--- src/rtl/oqt_pkg.sv ---
`timescale 1ns / 1ps
// ----------------------------------------------------------------------------
// oqt_pkg
// Shared types, constants and helpers for the optimistic Q table update unit.
// ----------------------------------------------------------------------------
package oqt_pkg;

    localparam int AGENTS  = 4;
    localparam int STATES  = 1024;
    localparam int ACTIONS = 5;

    localparam int Q_DEPTH = AGENTS * STATES * ACTIONS;
    localparam int ADDR_W  = $clog2(Q_DEPTH);
    localparam int ACT_W   = $clog2(ACTIONS);
    localparam int CTR_W   = $clog2(ACTIONS + 2);

    localparam int Q_W     = 16;
    localparam int FRAC_W  = 8;
    localparam int RATE_W  = 9;
    localparam int EPS_W   = 10;
    localparam int RATE_MAX = 256;

    // shared multiplier: 10-bit rate times 26-bit operand
    localparam int MUL_A_W = RATE_W + 1;
    localparam int MUL_B_W = 26;
    localparam int PROD_W  = MUL_A_W + MUL_B_W;
    localparam int SUM_W   = MUL_B_W + 1;
    localparam int SHIFT_W = 16;
    localparam int INC_W   = PROD_W - SHIFT_W;
    localparam int NEWQ_W  = INC_W + 1;
    localparam int ROUND_HALF = 32768;

    localparam int CFG_ADDR_W = 4;
    localparam int CFG_DATA_W = 32;

    localparam logic [EPS_W-1:0]  EXPLORE_RESET  = 10'd100;
    localparam logic [RATE_W-1:0] LEARN_RESET    = 9'd102;
    localparam logic [RATE_W-1:0] DISCOUNT_RESET = 9'd230;

    typedef enum logic [1:0] {
        REG_EXPLORE    = 2'd0,
        REG_LEARN_RATE = 2'd1,
        REG_DISCOUNT   = 2'd2
    } oqt_reg_idx_t;

    typedef enum logic [3:0] {
        ST_CLEAR,
        ST_IDLE,
        ST_FETCH,
        ST_MUL_AR,
        ST_MUL_GM,
        ST_CMP,
        ST_MUL_AD,
        ST_WRITE,
        ST_RESCAN,
        ST_DONE
    } oqt_state_t;

    typedef struct packed {
        logic [1:0]         agent;
        logic               learn;
        logic [9:0]         cur_state;
        logic [2:0]         taken_action;
        logic signed [15:0] reward;
        logic [9:0]         next_state;
        logic               next_valid;
        logic [9:0]         explore_draw;
        logic [2:0]         explore_action;
    } oqt_item_t;

    typedef struct packed {
        logic [2:0]         next_action;
        logic signed [15:0] next_max_q;
        logic               explored;
        logic               updated;
    } oqt_result_t;

    typedef struct packed {
        logic [EPS_W-1:0]  explore_permille;
        logic [RATE_W-1:0] learn_rate;
        logic [RATE_W-1:0] discount;
    } oqt_cfg_t;

    function automatic logic [RATE_W-1:0] sat_rate(input logic [RATE_W-1:0] x);
        if (x > RATE_W'(RATE_MAX))
            return RATE_W'(RATE_MAX);
        return x;
    endfunction

    function automatic logic [ADDR_W-1:0] entry_addr(
        input logic [1:0] ag,
        input logic [9:0] st,
        input logic [2:0] act
    );
        logic [ADDR_W-1:0] row;
        row = ADDR_W'(ag) * ADDR_W'(STATES) + ADDR_W'(st);
        return row * ADDR_W'(ACTIONS) + ADDR_W'(act);
    endfunction

    // small table: 3-bit action folded into range
    function automatic logic [ACT_W-1:0] wrap_action(input logic [2:0] x);
        logic [ACT_W-1:0] res;
        res = '0;
        for (int i = 0; i < 8; i++)
        begin
            if (x == 3'(i))
                res = ACT_W'(i % ACTIONS);
        end
        return res;
    endfunction

endpackage

--- src/rtl/oqt_cfg_regs.sv ---
`timescale 1ns / 1ps
// ----------------------------------------------------------------------------
// oqt_cfg_regs
// APB register file: exploration rate, learning rate and discount.
// ----------------------------------------------------------------------------
module oqt_cfg_regs
    import oqt_pkg::*;
(
    input  logic                  clk,
    input  logic                  rst_n,
    input  logic                  psel,
    input  logic                  penable,
    input  logic                  pwrite,
    input  logic [CFG_ADDR_W-1:0] paddr,
    input  logic [CFG_DATA_W-1:0] pwdata,
    output logic [CFG_DATA_W-1:0] prdata,
    output logic                  pready,
    output oqt_cfg_t              cfg
);

    logic [EPS_W-1:0]  explore_reg;
    logic [RATE_W-1:0] learn_reg;
    logic [RATE_W-1:0] discount_reg;
    logic              wr_en;
    oqt_reg_idx_t      idx;

    assign wr_en  = psel & penable & pwrite;
    assign idx    = oqt_reg_idx_t'(paddr[CFG_ADDR_W-1:2]);
    assign pready = 1'b1;

    always_ff @(posedge clk or negedge rst_n)
    begin
        if (!rst_n)
        begin
            explore_reg  <= EXPLORE_RESET;
            learn_reg    <= LEARN_RESET;
            discount_reg <= DISCOUNT_RESET;
        end
        else if (wr_en)
        begin
            unique case (idx)
                REG_EXPLORE:    explore_reg  <= pwdata[EPS_W-1:0];
                REG_LEARN_RATE: learn_reg    <= pwdata[RATE_W-1:0];
                REG_DISCOUNT:   discount_reg <= pwdata[RATE_W-1:0];
                default:        ;
            endcase
        end
    end

    always_comb
    begin
        unique case (idx)
            REG_EXPLORE:    prdata = CFG_DATA_W'(explore_reg);
            REG_LEARN_RATE: prdata = CFG_DATA_W'(learn_reg);
            REG_DISCOUNT:   prdata = CFG_DATA_W'(discount_reg);
            default:        prdata = '0;
        endcase
    end

    assign cfg.explore_permille = explore_reg;
    assign cfg.learn_rate       = learn_reg;
    assign cfg.discount         = discount_reg;

endmodule
--- config.mk ---
export PLATFORM = sky130hd
export DESIGN_NAME = oqt_cfg_regs
export DESIGN_NICKNAME = d
export VERILOG_FILES = /design/src/rtl/oqt_pkg.sv /design/src/rtl/oqt_cfg_regs.sv
export SDC_FILE = /design/constraint.sdc
export NUM_CORES = 1
export LEC_CHECK = 0
export BUFFER_PORTS_ARGS = -buffer_cell sky130_fd_sc_hd__buf_2
export CORE_MARGIN = 8
export CORE_UTILIZATION = 44
export DETAILED_ROUTE_END_ITERATION = 8
export PLACE_DENSITY = 0.84
export SLEW_MARGIN = 20
export SYNTH_ARGS = -nofsm -noshare
export SYNTH_HDL_FRONTEND = slang
export SYNTH_SLANG_ARGS = --single-unit
--- constraint.sdc ---
create_clock -name clk -period 3.05 [get_ports clk]
set_input_delay 0.915 -clock clk [delete_from_list [all_inputs] [get_ports clk]]
set_output_delay 0.915 -clock clk [all_outputs]
set_load 0.02 [all_outputs]
# == After elaboration in Yosys (flattened, before gate mapping) ==
# Index checks and enable logic that the tools add are counted.
# word_totals
regBits,28
wordCells,12
# classes
n_eq_ne,2
muxes,1
bitwise,2
n_reduce_logical,4
# ops
operator,count
10-bit one-hot mux with 3 select lines,1
2-bit AND reduction,3
1-bit bitwise AND,2
2-bit by 1-bit equality test with 1-bit output (second input constant),1
2-bit equality test (second input constant),1
2-bit logical NOT,1

# == Longest topological paths before layout ==
# depth
ltp_word,3
mapped_depth,4

# == Least setup slack after synthesis ==
# No wires, ideal clock.
# synth_path
kind,input-to-output
from,input paddr[3]
to,output prdata[0]
arrival_time_ps,1730
setup_slack_ps,405
path_stages,3
n_path_buf,1
path_cell_list,buf_2 -> mux2i_1 -> o21ai_0
# synth_between
elab_chain_len,2
word_cells_on_any_way,4
cone_classes,eq/ne (2); mux (1); reduce/logical (1)
# synth_lines
item,line,rtl
from (decl),oqt_cfg_regs.sv:14,"input logic [CFG_ADDR_W-1:0] paddr,"
"2-bit equality test, or another cell as far along",oqt_cfg_regs.sv:52,unique case (idx)
10-bit one-hot mux with 3 select lines (*),oqt_cfg_regs.sv:52,
to (decl),oqt_cfg_regs.sv:16,"output logic [CFG_DATA_W-1:0] prdata,"
# Every way passes the cells marked *; elsewhere a longest branch is shown, timed or not.

# == Worst setup path in the final report ==
# layout_path
from,input paddr[2]
to,output prdata[4]
# Same word-level chain as after synthesis.

==> results.cfg <==
[outcome]
status = completed

[floorplanning]
core_um2 = 3310
initial_utilization_pct = 45.2
rows = 21
fp.dieW_um = 74.3
dieHeight_um = 74.3
die_area_um2 = 5520
num_io_pins = 102

[layout]
antennaDiodeCount = 0
nets = 218
layout_commonest_cell = buf_2
mostFrequentLayoutCells = buf_2, conb_1, mux2_2, dfrtp_1, dfstp_2
syn_to_final_growth_pct = 18.8
largest_reg_flops = 10
drive_gt1_share_pct = 59.7

[sta]
fin_ws_ps = 274
fin_worst_skew_ps = 0
final-setup-viol-count = 0
slew_headroom_pct = 56.9
rsz0062_at_grt = false
final_hold_viol_count = 0
fin_crit_ps = 2780
report.final.slew_viol_count = 0
tightest_slew_ps = 646
fmax_mhz = 360
period_share_pct = 91.0
setup_tns_ps = 0

[worst_setup_path]
cp_max_fo = 14
reg2reg_setup_slack_ps = 2250
crit_top_cell = buf_2
path_class = in -> out
cp-startpoint = paddr[2]
critPathCapture = prdata[4]
max_stage_delay_ps = 230
ff2ff_path_depth = 1
cp_slowest_cell = buf_2
r2r_end = explore_reg[7]
endpoint_kind = output port
rr_startpoint = explore_reg[7]
critPathLaunchType = input pin
path_cells = buf_2 -> nor2b_1 -> buf_4 -> nand2_1 -> o21ai_0 -> buf_2
crit_arrival_ps = 1860
critPathRequiredTime_ps = 2130

[worst_hold_path]
hold_class = reg -> reg

[drt]
wl_per_cell_um = 15.6
antenna_left = 0
dr_total_vias = 1011
drtIter0Drc = 35
vias_per_cell = 4.55
drt-total-wl_um = 3460
first_pass_iters = 4
drc = 0

[global_route]
grt_pass1_vias = 1097
grt_usage_pct = 12.5
antenna_found_initial = 0
grt_pass1_wl_um = 5330
grt_max_degree = 29
grt-ovfl-total = 0

[pwr]
p_per_area_nw_per_um2 = 670
irDropWorstVdd_uv = 318
p_leak_uw = 0.000931

[cts]
clock_path_buffers = 2
htree_levels = 1
clkSinkCount = 28
root_buffer = clkbuf_4
path_clk_slew_ps = 140
postCtsSetupBuffers = 0
clock_latency_ps = 320
cts_tree = yes
ctsResizeCount = 0
holdBufCountCts = 0
cts-buffers-inserted = 3

[synthesis]
syn_area_per_cell_um2 = 12.5
yosys.area.top_type = dfrtp_1
synth_top_area_share_pct = 26.8
ys_seq_area_share_pct = 47.8
synthesis.area_um2 = 1500
synth_area_leaders = dfrtp_1, dfstp_2, mux2_2
yosysWarnings = 0
netlist_instances = 120
synth-seq-cells = 28
synth_cell_type_count = 17

[place]
dp_hpwl_um = 2700
gp_congestion = 0.734
pre_cts_ws_ps = 261
io_buffer_count = 54

[flow_run]
drv_cap = 0
cell type report:
type	count	area (um^2)
timing repair buffer	60	315
clock buffer	4	36.3
multi-input combinational	84	653
tap	46	57.6
sequential	28	716
fill	325	1530
critical path: cells and delay by family:
| family | cells | cell delay [ps] |
|---|---|---|
| compound gates | 1 | 70 |
| simple gates | 2 | 260 |
| buf+inv | 3 | 600 |
power breakdown:
group	switching, uW	internal, uW	total (uW)
logic	274	187	461
registers	66.2	485	551
clock network	106	73.0	179
cell usage after synthesis (all sizes together):
master / number
conb: 2
nor2b: 1
nand2: 9
or3: 1
nor3b: 3
mux2: 28
nand3: 1
clkbuf: 1
o21ai: 9
mux2i: 9
dfstp: 12
buf: 28
dfrtp: 16
layer usage:
metal  up-vias  GRT usage, %  routed length, um
met5         -             0                  0
met2        59          18.8               1410
met3         2          6.20                559
li1        474             -                  -
met1       476          15.6               1480
met4         0          2.61                 14
through the flow:
| step | power [uW] | utilization (%) | hold WS (ps) | instances | area (um^2) |
|---|---|---|---|---|---|
| after CTS | 1210 | 53.7 | 548 | 222 | 1780 |
| after detailed placement | 1020 | 52.6 | 516 | 218 | 1740 |
| after global routing | 1250 | 53.7 | 574 | 222 | 1780 |
| after global placement | 1010 | 52.6 | 511 | 218 | 1740 |
| final | 1190 | 53.7 | 542 | 222 | 1780 |
| after floorplan | 877 | - | 619 | 141 | 1580 |
how the worst min path moves through the flow:
stage / from / end / slack [ps] / cells after the start
after floorplan: rst_n / discount_reg[0] / 620 / 0
after global placement: learn_reg[3] / learn_reg[3] / 510 / 1
after detailed placement: learn_reg[8] / learn_reg[8] / 520 / 1
after CTS: learn_reg[8] / learn_reg[8] / 550 / 1
after global routing: learn_reg[0] / learn_reg[0] / 570 / 1
final: learn_reg[8] / learn_reg[8] / 540 / 1
logic make-up (layout without fill, tap and decap cells):
logic type	Yosys count	count (layout)	synth area share, %
AOI/OAI and AO/OA	9	9	3.01
other	2	23	0.502
muxes	37	37	29.6
DFF	28	28	47.8
buffers and inverters	29	64	13.8
and+or+nand+nor	15	15	5.27
(Power assumes the default switching activity.)
