### config.mk
export PLATFORM = sky130hd
export DESIGN_NAME = oqt_mul
export DESIGN_NICKNAME = d
export VERILOG_FILES = /design/src/rtl/oqt_pkg.sv /design/src/rtl/oqt_mul.sv
export SDC_FILE = /design/constraint.sdc
export NUM_CORES = 1
export LEC_CHECK = 0
export BUFFER_PORTS_ARGS = -buffer_cell sky130_fd_sc_hd__buf_2
export CAP_MARGIN = 25
export CORE_ASPECT_RATIO = 2
export CORE_MARGIN = 3
export CORE_UTILIZATION = 40
export DETAILED_ROUTE_END_ITERATION = 7
export REMOVE_ABC_BUFFERS = 1
export SETUP_SLACK_MARGIN = 0.02
export SYNTH_ARGS = -nofsm -noshare
export SYNTH_HDL_FRONTEND = slang
export SYNTH_SLANG_ARGS = --single-unit
### constraint.sdc
create_clock -name clk -period 13.2 [get_ports clk]
set_input_delay 2.64 -clock clk [delete_from_list [all_inputs] [get_ports clk]]
set_output_delay 2.64 -clock clk [all_outputs]
set_load 0.02 [all_outputs]
### src/rtl/oqt_pkg.sv
`timescale 1ns / 1ps
// ----------------------------------------------------------------------------
// oqt_pkg
// Shared types, constants and helpers for the optimistic Q table update unit.
// ----------------------------------------------------------------------------
package oqt_pkg;

    localparam int AGENTS  = 4;
    localparam int STATES  = 1024;
    localparam int ACTIONS = 5;

    localparam int Q_DEPTH = AGENTS * STATES * ACTIONS;
    localparam int ADDR_W  = $clog2(Q_DEPTH);
    localparam int ACT_W   = $clog2(ACTIONS);
    localparam int CTR_W   = $clog2(ACTIONS + 2);

    localparam int Q_W     = 16;
    localparam int FRAC_W  = 8;
    localparam int RATE_W  = 9;
    localparam int EPS_W   = 10;
    localparam int RATE_MAX = 256;

    // shared multiplier: 10-bit rate times 26-bit operand
    localparam int MUL_A_W = RATE_W + 1;
    localparam int MUL_B_W = 26;
    localparam int PROD_W  = MUL_A_W + MUL_B_W;
    localparam int SUM_W   = MUL_B_W + 1;
    localparam int SHIFT_W = 16;
    localparam int INC_W   = PROD_W - SHIFT_W;
    localparam int NEWQ_W  = INC_W + 1;
    localparam int ROUND_HALF = 32768;

    localparam int CFG_ADDR_W = 4;
    localparam int CFG_DATA_W = 32;

    localparam logic [EPS_W-1:0]  EXPLORE_RESET  = 10'd100;
    localparam logic [RATE_W-1:0] LEARN_RESET    = 9'd102;
    localparam logic [RATE_W-1:0] DISCOUNT_RESET = 9'd230;

    typedef enum logic [1:0] {
        REG_EXPLORE    = 2'd0,
        REG_LEARN_RATE = 2'd1,
        REG_DISCOUNT   = 2'd2
    } oqt_reg_idx_t;

    typedef enum logic [3:0] {
        ST_CLEAR,
        ST_IDLE,
        ST_FETCH,
        ST_MUL_AR,
        ST_MUL_GM,
        ST_CMP,
        ST_MUL_AD,
        ST_WRITE,
        ST_RESCAN,
        ST_DONE
    } oqt_state_t;

    typedef struct packed {
        logic [1:0]         agent;
        logic               learn;
        logic [9:0]         cur_state;
        logic [2:0]         taken_action;
        logic signed [15:0] reward;
        logic [9:0]         next_state;
        logic               next_valid;
        logic [9:0]         explore_draw;
        logic [2:0]         explore_action;
    } oqt_item_t;

    typedef struct packed {
        logic [2:0]         next_action;
        logic signed [15:0] next_max_q;
        logic               explored;
        logic               updated;
    } oqt_result_t;

    typedef struct packed {
        logic [EPS_W-1:0]  explore_permille;
        logic [RATE_W-1:0] learn_rate;
        logic [RATE_W-1:0] discount;
    } oqt_cfg_t;

    function automatic logic [RATE_W-1:0] sat_rate(input logic [RATE_W-1:0] x);
        if (x > RATE_W'(RATE_MAX))
            return RATE_W'(RATE_MAX);
        return x;
    endfunction

    function automatic logic [ADDR_W-1:0] entry_addr(
        input logic [1:0] ag,
        input logic [9:0] st,
        input logic [2:0] act
    );
        logic [ADDR_W-1:0] row;
        row = ADDR_W'(ag) * ADDR_W'(STATES) + ADDR_W'(st);
        return row * ADDR_W'(ACTIONS) + ADDR_W'(act);
    endfunction

    // small table: 3-bit action folded into range
    function automatic logic [ACT_W-1:0] wrap_action(input logic [2:0] x);
        logic [ACT_W-1:0] res;
        res = '0;
        for (int i = 0; i < 8; i++)
        begin
            if (x == 3'(i))
                res = ACT_W'(i % ACTIONS);
        end
        return res;
    endfunction

endpackage

### src/rtl/oqt_mul.sv
`timescale 1ns / 1ps
// ----------------------------------------------------------------------------
// oqt_mul
// Shared signed multiplier with registered product.
// ----------------------------------------------------------------------------
module oqt_mul
    import oqt_pkg::*;
(
    input  logic                      clk,
    input  logic signed [MUL_A_W-1:0] op_a,
    input  logic signed [MUL_B_W-1:0] op_b,
    output logic signed [PROD_W-1:0]  prod
);

    logic signed [PROD_W-1:0] prod_reg;

    always_ff @(posedge clk)
    begin
        prod_reg <= PROD_W'(op_a) * PROD_W'(op_b);
    end

    assign prod = prod_reg;

endmodule

## After elaboration in Yosys (flattened, before gate mapping)

Index checks and enable logic that the tools add are counted.

- Bits in registers: 36
- Output and inout bits: 36
- Word-level logic and storage cells: 2

- Multiply operators: 1

Operator list:

| operator | number |
|---|---|
| $mul A10 B26 Y36 | 1 |

## Logic depth before layout (Yosys ltp)

Gate-level depths: netlist of run 1.

- Word-level depth: 1
- Mapped depth: 22
- Depth with buffers taken out: 19

## Worst setup path before layout of run 1

OpenSTA, ideal clock, no wires.

- Kind: in2reg
- From: input port op_a[1]
- To: register prod_reg[35], in the netlist prod[35]
- Arrival: 7611 ps
- Data required time: 13077 ps
- Path slack: 5466 ps
- Stages on the path: 19
- Path through: clkbuf_1 clkbuf_1 nand2_1 fa_1 inv_1 fa_1 inv_1 fa_1 inv_1 fa_1 fa_1 ha_1 and3_1 a221oi_4 o211ai_4 a221oi_4 nand3b_2 a221oi_2 xnor2_1

- Word-level cells in the longest chain between the ends: 1

Ends and longest elaborated chain:

| element | line | RTL |
|---|---|---|
| start: declaration | oqt_mul.sv:10 | `input logic signed [MUL_A_W-1:0] op_a,` |
| $mul A10 B26 Y36 | oqt_mul.sv:19 | `prod_reg <= PROD_W'(op_a) * PROD_W'(op_b);` |
| end signal: assignment | oqt_mul.sv:19 |  |
| end: declaration | oqt_mul.sv:15 | `logic signed [PROD_W-1:0] prod_reg;` |

Every way passes these cells.

## Worst setup path in the final report of run 1

- From: input port op_a[9]
- To: register prod_reg[34], in the netlist prod[34]

Same word-level chain as after synthesis.

==> results of run 1 <==
-- layout make-up --
class	instances	area share [%]
Clock buffer	5	1.20
Tap cell	287	3.44
Clock inverter	3	0.228
Multi-Input combinational cell	755	76.0
Timing Repair Buffer	72	3.46
Inverter	242	8.71
Sequential cell	36	6.91
-- per-layer routing --
| layer | GRT usage, % | vias up | share of wire, % |
|---|---|---|---|
| met5 | 0 | - | 0 |
| met4 | 17.5 | 0 | 11 |
| met3 | 1.68 | 108 | 2.2 |
| met2 | 44.1 | 195 | 59 |
| met1 | 17.8 | 3698 | 28 |
| li1 | - | 3266 | - |
-- cell families after synthesis --
family | after synthesis | synth area share (%)
flip-flops | 36 | 7.37
AND/OR/NAND/NOR | 321 | 15.5
adder cells (fa/ha/maj) | 300 | 55.2
AO/OA/AOI/OAI | 94 | 6.81
buffers and inverters | 299 | 11.5
XOR/XNOR | 40 | 3.58
-- metrics by stage --
stage	instances	area (um2)	util (%)	hold slack [ps]	worst slack (ps)
2_1_floorplan	1033	9560	-	2760	5930
3_3_place_gp	1392	10300	43.0	3050	5140
3_5_place_dp	1392	10300	43.0	3040	5040
4_1_cts	1400	10400	43.6	2750	5300
5_1_grt	1400	10400	43.6	2750	4960
6_report	1400	10400	43.6	2760	5330
-- worst min path at each step --
stage	end	slack, ps	start	cells past startpoint
6_report	prod[0]	2760	op_b[0]	2
4_1_cts	prod[0]	2750	op_b[0]	2
2_1_floorplan	prod[0]	2760	op_a[0]	1
5_1_grt	prod[0]	2750	op_b[0]	2
3_5_place_dp	prod[0]	3040	op_b[0]	2
3_3_place_gp	prod[0]	3050	op_b[0]	2
-- cell usage after synthesis (3+ instances only) --
master     instances
ha_1              81
nand2b_1           6
a41oi_1            3
xor2_1            11
nor2b_1            4
a2111oi_0          5
buf_1              4
fa_1             219
nand4_1            4
clkbuf_1          52
and3_1             6
a21oi_1           32
a21o_1            16
nor2_1            30
and2_1            93
o21ai_0           15
inv_1            242
a31oi_1            6
nand2_1          169
dfxtp_1           36
xnor2_1           29
-- worst max-delay path, stage by stage --
cell and delay (ps):
buf_2 170, inv_1 530, nor2_1 140, fa_1 530, fa_1 430, fa_1 480, fa_1 500, inv_1 50
fa_1 490, inv_1 50, ha_1 350, a21o_1 210, a2111oi_0 260, o21ai_0 180, a2111oi_0 410, o21ai_0 250
a41oi_1 290, xnor2_1 140
==> flow_metrics.env, run 1 <==
export IMPL_crit_path_start_kind="primary input"
export IMPL_postCtsSetupBuffers=0
export IMPL_synth_edf_count=0
export IMPL_tightest_slew_ps=690
export IMPL_nFillCells=2421
export IMPL_vias=7267
export IMPL_antenna_found_initial=0
export IMPL_die_h_um=227
export IMPL_core_area_mm2=0.0239
export IMPL_holdCritPathClass="in2reg"
export IMPL_ys_seq_area_share_pct=7.37
export IMPL_finalCritPeriodShare_pct=59.6
export IMPL_regArea_um2=721
export IMPL_synth_flop_cell="dfxtp_1"
export IMPL_async_reset_ff_share_pct=0
export IMPL_multi_input_area_mm2=0.00793
export IMPL_hold_viol=0
export IMPL_dp_hpwl_mm=23.0
export IMPL_status="finished clean"
export IMPL_fin_crit_ps=7870
export IMPL_track_usage_pct=21.7
export IMPL_drv_slew=0
export IMPL_avgSynthCellArea_um2=8.97
export IMPL_rsz0062_at_grt="false"
export IMPL_grt_max_degree=27
export IMPL_relSlewSlack_pct=53.9
export IMPL_cts_max_level=2
export IMPL_ant_nets=0
export IMPL_gp_congestion=0.894
export IMPL_yosysTopAreaCellShare_pct=44.9
export IMPL_crit_end="prod[34]"
export IMPL_grt_pass1_wl_mm=42.8
export IMPL_mostFrequentLayoutCells="inv_1, fa_1, nand2_1, and2_1, ha_1"
export IMPL_syn_inst=1090
export IMPL_drt_iter0_drc=232
export IMPL_setup_viol=0
export IMPL_wl_per_cell_um=19.0
export IMPL_area_growth_pct=6.68
export IMPL_clock_fmax_mhz=127
export IMPL_portBuffers=72
export IMPL_final_common_cell="inv_1"
export IMPL_cts_root_buf="clkbuf_16"
export IMPL_fp_row_count=80
export IMPL_synth_area_mm2=0.00977
export IMPL_pin_count=73
export IMPL_tns_ps=0
export IMPL_nets=1449
export IMPL_ys_ff_latch=36
export IMPL_clockBufferDepth=2
export IMPL_drive_above_1_share_pct=8.00
export IMPL_die_w_um=117
export IMPL_dr_pass1_iters=5
export IMPL_vias_per_cell=5.19
export IMPL_crit_path_end_kind="register"
export IMPL_yosysWarnings=0
export IMPL_arrival_ps=8090
export IMPL_start_util_pct=40.9
export IMPL_cts_tree="yes"
export IMPL_largest_reg_flops=36
export IMPL_cts_sinks=36
export IMPL_netlist_top_cells_area="fa_1, ha_1, inv_1"
export IMPL_cts_resized=0
export IMPL_cap_violations=0
export IMPL_cp_max_fo=21
export IMPL_synth_distinct_cells=42
export IMPL_route_detailed_drc=0
export IMPL_cts_buffers=5
export IMPL_overflow=0
export IMPL_antennaDiodeCount=0
export IMPL_cp_startpoint="op_a[9]"
export IMPL_grt_pass1_vias=8448
export IMPL_clk_pin_slew_ps=60
export IMPL_dieArea_mm2=0.0265
export IMPL_critPathRequiredTime_ps=13420
export IMPL_synth_top_cell_by_area="fa_1"
export IMPL_routed_wl_mm=26.7
export IMPL_path_class="in2reg"
export IMPL_cts_hold_buf=0
Power of run 1 is not shown: default switching activity piles up to over one toggle a cycle in this logic, so the estimate is an artifact.
==> inputs of run 2 (changes only) <==
Clock period 13.2 ns to 7.4 ns, I/O delays scaled along.
==> flow_metrics.env, run 2 (synthesis gave the netlist of run 1 again) <==
export IMPL_relSlewSlack_pct=61.0
export IMPL_cts_resized=0
export IMPL_dieArea_mm2=0.0265
export IMPL_clk_pin_slew_ps=60
export IMPL_nets=1452
export IMPL_final_common_cell="inv_1"
export IMPL_routed_wl_mm=26.5
export IMPL_wl_per_cell_um=18.9
export IMPL_tightest_slew_ps=585
export IMPL_drt_iter0_drc=254
export IMPL_holdCritPathClass="in2reg"
export IMPL_cts_buffers=5
export IMPL_grt_max_degree=27
export IMPL_pin_count=73
export IMPL_crit_family="adder cells"
export IMPL_mostFrequentLayoutCells="inv_1, fa_1, nand2_1, and2_1, ha_1"
export IMPL_cts_max_level=2
export IMPL_die_h_um=227
export IMPL_cts_sinks=36
export IMPL_tns_ps=0
export IMPL_rsz0062_at_grt="false"
export IMPL_finalCritPeriodShare_pct=92.5
export IMPL_gp_congestion=0.880
export IMPL_clockBufferDepth=2
export IMPL_hold_viol=0
export IMPL_route_detailed_drc=0
export IMPL_drive_above_1_share_pct=8.24
export IMPL_grt_pass1_wl_mm=43.0
export IMPL_crit_path_start_kind="primary input"
export IMPL_path_class="in2reg"
export IMPL_status="finished clean"
export IMPL_start_util_pct=40.9
export IMPL_largest_reg_flops=36
export IMPL_fin_crit_ps=6840
export IMPL_portBuffers=72
export IMPL_area_growth_pct=6.91
export IMPL_postCtsSetupBuffers=0
export IMPL_critPathBufInv=4
export IMPL_dp_hpwl_mm=22.7
export IMPL_drv_slew=0
export IMPL_cts_tree="yes"
export IMPL_path_common_cell="fa_1"
export IMPL_antenna_found_initial=0
export IMPL_die_w_um=117
export IMPL_core_area_mm2=0.0239
export IMPL_arrival_ps=7050
export IMPL_dr_pass1_iters=4
export IMPL_antennaDiodeCount=0
export IMPL_vias_per_cell=5.20
export IMPL_cp_max_fo=26
export IMPL_fp_row_count=80
export IMPL_ant_nets=0
export IMPL_track_usage_pct=21.6
export IMPL_cap_violations=0
export IMPL_crit_slowest_cell="fa_1"
export IMPL_clock_fmax_mhz=146
export IMPL_overflow=0
export IMPL_grt_pass1_vias=8442
export IMPL_critPathRequiredTime_ps=7610
export IMPL_vias=7296
export IMPL_setup_viol=0
export IMPL_cts_root_buf="clkbuf_16"
export IMPL_critPathMaxStageDelay_ps=560
export IMPL_cts_hold_buf=0
export IMPL_cp_cell_sequence="buf_2, nand2_1, fa_1, inv_1, fa_1, fa_1, fa_1, inv_1, fa_1, inv_1, ha_1, a21o_1, a2111oi_0, o21ai_0, a2111oi_0, o21ai_0, a41oi_1, xnor2_1"
export IMPL_crit_path_end_kind="register"
## run 2: cell types whose count changed in the layout (fill, tap and decap cells not counted)
cell	previous run	this run
buf_4	0	3
## run 2: final timing paths
| path | slack, ps | to | from | cells past startpoint |
|---|---|---|---|---|
| worst max-delay path | 560 | prod[34] | op_a[4] | 18 |
| worst min-delay path | 1600 | prod[0] | op_b[0] | 2 |
## run 2: final cells by class
class                   instances  area, um2
multi-input cells             755       7930
clock inverters                 3       23.8
fillers                      2417      13500
repair buffers                 75        383
inverters                     242        908
clock buffers                   5        125
well taps                     287        359
flip-flops and latches         36        721
## run 2: per-stage QoR
stage / hold slack (ps) / worst slack [ps] / utilization, % / instance area [um2] / instances
2_1_floorplan: 1600 / 1290 / - / 9560 / 1033
3_3_place_gp: 1880 / 502 / 43.1 / 10300 / 1395
3_5_place_dp: 1860 / 356 / 43.1 / 10300 / 1395
4_1_cts: 1580 / 651 / 43.7 / 10400 / 1403
5_1_grt: 1590 / 259 / 43.7 / 10400 / 1403
6_report: 1600 / 558 / 43.7 / 10400 / 1403
## run 2: per-layer routing
| layer | up-vias | GRT usage [%] | wire length (um) |
|---|---|---|---|
| met5 | - | 0 | 0 |
| met3 | 86 | 1.70 | 555 |
| met2 | 173 | 45.1 | 16300 |
| met4 | 0 | 13.6 | 2130 |
| met1 | 3768 | 18.3 | 7620 |
| li1 | 3269 | - | - |
Power of run 2 is left out for the same reason.
